<file path="src/rvdec_pkg.sv">
// Shared types and constants for the RV32I instruction decoder.
package rvdec_pkg;

   // Major opcodes of the RV32I base set.
   localparam logic [6:0] OPC_LUI    = 7'h37;
   localparam logic [6:0] OPC_AUIPC  = 7'h17;
   localparam logic [6:0] OPC_JAL    = 7'h6F;
   localparam logic [6:0] OPC_JALR   = 7'h67;
   localparam logic [6:0] OPC_BRANCH = 7'h63;
   localparam logic [6:0] OPC_LOAD   = 7'h03;
   localparam logic [6:0] OPC_STORE  = 7'h23;
   localparam logic [6:0] OPC_OP_IMM = 7'h13;
   localparam logic [6:0] OPC_OP     = 7'h33;

   // Funct3 codes that select the alternate forms.
   localparam logic [2:0] F3_ADD_SUB = 3'd0;
   localparam logic [2:0] F3_SLL     = 3'd1;
   localparam logic [2:0] F3_SRL_SRA = 3'd5;

   // Mnemonic codes.
   localparam logic [5:0] MN_LUI     = 6'd0;
   localparam logic [5:0] MN_AUIPC   = 6'd1;
   localparam logic [5:0] MN_JAL     = 6'd2;
   localparam logic [5:0] MN_JALR    = 6'd3;
   localparam logic [5:0] MN_BEQ     = 6'd4;
   localparam logic [5:0] MN_BNE     = 6'd5;
   localparam logic [5:0] MN_BLT     = 6'd6;
   localparam logic [5:0] MN_BGE     = 6'd7;
   localparam logic [5:0] MN_BLTU    = 6'd8;
   localparam logic [5:0] MN_BGEU    = 6'd9;
   localparam logic [5:0] MN_LB      = 6'd10;
   localparam logic [5:0] MN_LH      = 6'd11;
   localparam logic [5:0] MN_LW      = 6'd12;
   localparam logic [5:0] MN_LBU     = 6'd13;
   localparam logic [5:0] MN_LHU     = 6'd14;
   localparam logic [5:0] MN_SB      = 6'd15;
   localparam logic [5:0] MN_SH      = 6'd16;
   localparam logic [5:0] MN_SW      = 6'd17;
   localparam logic [5:0] MN_ADDI    = 6'd18;
   localparam logic [5:0] MN_SLTI    = 6'd19;
   localparam logic [5:0] MN_SLTIU   = 6'd20;
   localparam logic [5:0] MN_XORI    = 6'd21;
   localparam logic [5:0] MN_ORI     = 6'd22;
   localparam logic [5:0] MN_ANDI    = 6'd23;
   localparam logic [5:0] MN_SLLI    = 6'd24;
   localparam logic [5:0] MN_SRLI    = 6'd25;
   localparam logic [5:0] MN_SRAI    = 6'd26;
   localparam logic [5:0] MN_ADD     = 6'd27;
   localparam logic [5:0] MN_SUB     = 6'd28;
   localparam logic [5:0] MN_SLL     = 6'd29;
   localparam logic [5:0] MN_SLT     = 6'd30;
   localparam logic [5:0] MN_SLTU    = 6'd31;
   localparam logic [5:0] MN_XOR     = 6'd32;
   localparam logic [5:0] MN_SRL     = 6'd33;
   localparam logic [5:0] MN_SRA     = 6'd34;
   localparam logic [5:0] MN_OR      = 6'd35;
   localparam logic [5:0] MN_AND     = 6'd36;
   localparam logic [5:0] MN_UNKNOWN = 6'd37;

   // Funct3 lookup tables, indexed by funct3.
   localparam logic [5:0] BRANCH_MAP [8] = '{MN_BEQ, MN_BNE, MN_UNKNOWN, MN_UNKNOWN,
                                             MN_BLT, MN_BGE, MN_BLTU, MN_BGEU};
   localparam logic [5:0] LOAD_MAP [8]   = '{MN_LB, MN_LH, MN_LW, MN_UNKNOWN,
                                             MN_LBU, MN_LHU, MN_UNKNOWN, MN_UNKNOWN};
   localparam logic [5:0] STORE_MAP [8]  = '{MN_SB, MN_SH, MN_SW, MN_UNKNOWN,
                                             MN_UNKNOWN, MN_UNKNOWN, MN_UNKNOWN,
                                             MN_UNKNOWN};
   localparam logic [5:0] OPIMM_MAP [8]  = '{MN_ADDI, MN_SLLI, MN_SLTI, MN_SLTIU,
                                             MN_XORI, MN_SRLI, MN_ORI, MN_ANDI};
   localparam logic [5:0] OP_MAP [8]     = '{MN_ADD, MN_SLL, MN_SLT, MN_SLTU,
                                             MN_XOR, MN_SRL, MN_OR, MN_AND};

   // Input word payload.
   typedef struct packed {
      logic [31:0] instr_word;
   } req_type;

   // Decoded result payload.
   typedef struct packed {
      logic [5:0]         mnemonic;
      logic [4:0]         dest_reg;
      logic [4:0]         src_reg_a;
      logic [4:0]         src_reg_b;
      logic signed [31:0] immediate;
   } rsp_type;

endpackage

</file>
<file path="src/rvdec_decode.sv">
// Combinational field extraction and mnemonic decode of one RV32I word.
module rvdec_decode (
   input  logic [31:0]       instr_word,
   output rvdec_pkg::rsp_type result
);
   import rvdec_pkg::*;

   logic [6:0]  opcode;
   logic [2:0]  funct3;
   logic [6:0]  funct7;
   logic [4:0]  rd;
   logic [4:0]  rs1;
   logic [4:0]  rs2;
   logic [31:0] imm_i;
   logic [31:0] imm_s;
   logic [31:0] imm_b;
   logic [31:0] imm_u;
   logic [31:0] imm_j;
   logic [5:0]  mn;
   logic [4:0]  o_rd;
   logic [4:0]  o_rs1;
   logic [4:0]  o_rs2;
   logic [31:0] o_imm;

   // Fixed bit fields of the word.
   assign opcode = instr_word[6:0];
   assign rd     = instr_word[11:7];
   assign funct3 = instr_word[14:12];
   assign rs1    = instr_word[19:15];
   assign rs2    = instr_word[24:20];
   assign funct7 = instr_word[31:25];

   // Sign-extended immediates of every format.
   assign imm_i = {{20{instr_word[31]}}, instr_word[31:20]};
   assign imm_s = {{20{instr_word[31]}}, instr_word[31:25], instr_word[11:7]};
   assign imm_b = {{19{instr_word[31]}}, instr_word[31], instr_word[7],
                   instr_word[30:25], instr_word[11:8], 1'b0};
   assign imm_u = {instr_word[31:12], 12'd0};
   assign imm_j = {{11{instr_word[31]}}, instr_word[31], instr_word[19:12],
                   instr_word[20], instr_word[30:21], 1'b0};

   // Dispatch on the major opcode.
   always_comb begin
      mn    = MN_UNKNOWN;
      o_rd  = 5'd0;
      o_rs1 = 5'd0;
      o_rs2 = 5'd0;
      o_imm = 32'd0;
      unique case (opcode)
         OPC_LUI: begin
            mn    = MN_LUI;
            o_rd  = rd;
            o_imm = imm_u;
         end
         OPC_AUIPC: begin
            mn    = MN_AUIPC;
            o_rd  = rd;
            o_imm = imm_u;
         end
         OPC_JAL: begin
            mn    = MN_JAL;
            o_rd  = rd;
            o_imm = imm_j;
         end
         OPC_JALR: begin
            mn    = MN_JALR;
            o_rd  = rd;
            o_rs1 = rs1;
            o_imm = imm_i;
         end
         OPC_BRANCH: begin
            mn    = BRANCH_MAP[funct3];
            o_rs1 = rs1;
            o_rs2 = rs2;
            o_imm = imm_b;
         end
         OPC_LOAD: begin
            mn    = LOAD_MAP[funct3];
            o_rd  = rd;
            o_rs1 = rs1;
            o_imm = imm_i;
         end
         OPC_STORE: begin
            mn    = STORE_MAP[funct3];
            o_rs1 = rs1;
            o_rs2 = rs2;
            o_imm = imm_s;
         end
         OPC_OP_IMM: begin
            mn    = OPIMM_MAP[funct3];
            // Either of the two top bits turns a right shift into srai.
            if (funct3 == F3_SRL_SRA && (instr_word[30] || instr_word[31])) begin
               mn = MN_SRAI;
            end
            o_rd  = rd;
            o_rs1 = rs1;
            // Shifts carry the shift amount, zero-extended.
            if (funct3 == F3_SLL || funct3 == F3_SRL_SRA) begin
               o_imm = {27'd0, rs2};
            end else begin
               o_imm = imm_i;
            end
         end
         OPC_OP: begin
            mn = OP_MAP[funct3];
            // Any nonzero funct7 selects sub or sra.
            if (funct7 != 7'd0 && (funct3 == F3_ADD_SUB || funct3 == F3_SRL_SRA)) begin
               mn = mn + 6'd1;
            end
            o_rd  = rd;
            o_rs1 = rs1;
            o_rs2 = rs2;
         end
         default: begin
            mn = MN_UNKNOWN;
         end
      endcase
   end

   // An unknown word reports all other fields as zero.
   always_comb begin
      result.mnemonic = mn;
      if (mn == MN_UNKNOWN) begin
         result.dest_reg  = 5'd0;
         result.src_reg_a = 5'd0;
         result.src_reg_b = 5'd0;
         result.immediate = 32'sd0;
      end else begin
         result.dest_reg  = o_rd;
         result.src_reg_a = o_rs1;
         result.src_reg_b = o_rs2;
         result.immediate = $signed(o_imm);
      end
   end

endmodule

</file>
<file path="config.mk">
export PLATFORM = sky130hd
export DESIGN_NAME = rvdec_decode
export DESIGN_NICKNAME = d
export VERILOG_FILES = /design/src/rvdec_pkg.sv /design/src/rvdec_decode.sv
export SDC_FILE = /design/constraint.sdc
export NUM_CORES = 1
export LEC_CHECK = 0
export BUFFER_PORTS_ARGS = -buffer_cell sky130_fd_sc_hd__buf_4
export CAP_MARGIN = 40
export CELL_PAD_IN_SITES_DETAIL_PLACEMENT = 0
export CELL_PAD_IN_SITES_GLOBAL_PLACEMENT = 2
export CORE_MARGIN = 3
export CORE_UTILIZATION = 26
export DETAILED_ROUTE_END_ITERATION = 8
export PLACE_DENSITY = 0.95
export SYNTH_ARGS = -nofsm -noshare
export SYNTH_HDL_FRONTEND = slang
export SYNTH_SLANG_ARGS = --single-unit
</file>
<file path="constraint.sdc">
create_clock -name vclk -period 8.1
set_input_delay 2.43 -clock vclk [all_inputs]
set_output_delay 2.43 -clock vclk [all_outputs]
set_load 0.1 [all_outputs]
</file>
==> metrics.txt <==
period utilisation layout between 90 and 100%; Worst-Margin Slew 0.628 ns; initial antenna violation count 0; Crit path required time roughly 5.7 ns; RSZ-0062 raised after global routing no; Fillers just over 600; max_slew headroom between 50% and 60%; IO Port Bufs 85; global-route wire length before repair between 10000 and 15000 um; hold slack 5.32 ns; crit path DAT a little over 5 ns; CP Max Fanout 47; Setup WS post-layout about 0.48 ns; chip height approximately 86 um; Layout area overhead 65.2%; Starting Density between 20% and 30%; router iterations before antenna repair 4; Final Cell Area 2720 sq um; Worst Hold Class in -> out; leakage around 0.91 nW; dpl ws just under 0.5 ns; Final Non-Filler Cells between 300 and 400; PwrDens around 42 nW/um^2; via count between 2000 and 2500; Synth Cell Area 1650 sq um; Worst Setup End Kind output port; Max Fclk about 130 MHz; wire per inst 16.4 um; synthesized instance count between 200 and 300; setup bufs post-CTS 0; DRT iter0 DRCs between 100 and 150; largest net degree at the start of global routing 48; Period minus WS final about 7.6 ns; main area contributors after synthesis a21oi_2, a21oi_1, nand2_1; Inst Count DP between 300 and 400; sequential share of the synthesized area 0%; worst hold endpoint result[39]; Hold Path Stages 4; clkbuf count 0; top-count cell post-synth a21oi_1; Critical Path Source Type primary input; crit path kind in -> out; synth warn 0; die area between 7000 and 8000 sq um; status complete, no violations; Nets 356; IR drop worst, VDD ~31 uV; final setup fails 0; final number of hold-violating endpoints 0; post-place instance area roughly 2700 sq um; vias per std cell roughly 5.5; register area 0 sq um; CORE AREA about 6000 sq um; HP Start instr_word[17]; Unique masters post-synth slightly below 60; detailed placer's ending HPWL slightly above 5000 um; row cnt 28; final WL around 6400 um; Final Power approximately 0.12 mW; Max Cap Viol 0; Routed Antenna Nets 0; count of flip-flops and latches 0; Top Ports 85; Synth top cells by count a21oi_1, nand2_1, a21oi_2; DRC viols 0; Post-Syn Nets ~290; GRT Util Overall about 17%; Die X 85.6 um; GPL Wtd Cong between 0.9 and 1; Synth top area share about 16%; cell type with the largest total area after synthesis a21oi_2; vias in the first global route roughly 2000; Mean Syn Cell Area approximately 6.6 sq um; Inserted Diodes 0; hold buffers post-CTS 0; layout cell share with drive strength beyond 1 48.9%; grt ovf 0; Max Transition Viols Final 0; PostCTS Resize Cnt 0
## worst max-delay path by stage
stage                       to           start  cells past startpoint
floorplan           result[16]  instr_word[13]                     11
global placement    result[13]  instr_word[12]                     11
detailed placement  result[31]  instr_word[13]                     12
CTS                 result[36]  instr_word[13]                     12
global route        result[36]  instr_word[13]                     12
finish              result[13]  instr_word[13]                     12
## worst max-delay path, stage by stage
cell      delay (ns)
buf_4           0.18
inv_8           0.05
ha_1            0.25
nor2b_1         0.17
nor2_1          0.22
ha_4            0.17
a311oi_1        0.08
or3_1           0.42
nor4b_4         0.35
buf_12          0.45
a21oi_4         0.10
buf_4           0.26
## report_power, final
| part | switching (mW) | internal [mW] |
|---|---|---|
| logic | 0.0808 | 0.0349 |
| registers | 0 | 0 |
| clock network | 0 | 0 |
## placed cells by master, fill, tap and decap left out, types with 2 or more instances in the layout
cell type,instances
nor2_1,17
nand2b_1,6
a22oi_1,4
nand2_1,33
a31oi_1,2
nor3_1,4
o22ai_1,2
nand3_1,6
mux2i_1,2
a21oi_1,26
and3b_1,2
and3_1,4
a211oi_1,2
buf_12,2
a21oi_4,48
ha_1,4
o21ai_0,8
nor2b_1,5
nand4_1,4
or2_2,2
and2_1,4
inv_1,6
buf_4,85
ha_4,2
## layout make-up
cell class         count  area (sq um)  share of cell area (%)
multi-input cells    220          1910                    70.1
repair buffers        87           678                    24.9
well taps             75          93.8                    3.45
inverters              8          41.3                    1.52
## kinds of logic after synthesis
logic type | count (synthesis) | synth area share [%]
compound gates | 109 | 47.0
xor+xnor | 1 | 0.532
fa+ha+maj | 7 | 5.31
buf+inv | 30 | 11.3
mux | 4 | 2.58
simple gates | 99 | 33.3
## stage by stage
step | TNS, ns | util (%)
after global placement | 0 | 45.2
after CTS | 0 | 45.2
after detailed placement | 0 | 45.2
after global routing | 0 | 45.2
after floorplan | -15.57 | -
final | 0 | 45.2
## metal layers
metal | global-route usage, % | up-vias | part of all wire [%]
met3 | 0.672 | 4 | 5.2
met2 | 28.3 | 67 | 46
met1 | 24.6 | 1015 | 48
met5 | 0 | - | 0
li1 | - | 1044 | -
met4 | 1.73 | 0 | 0.77
No activity file was read; power rests on OpenSTA's default activity.
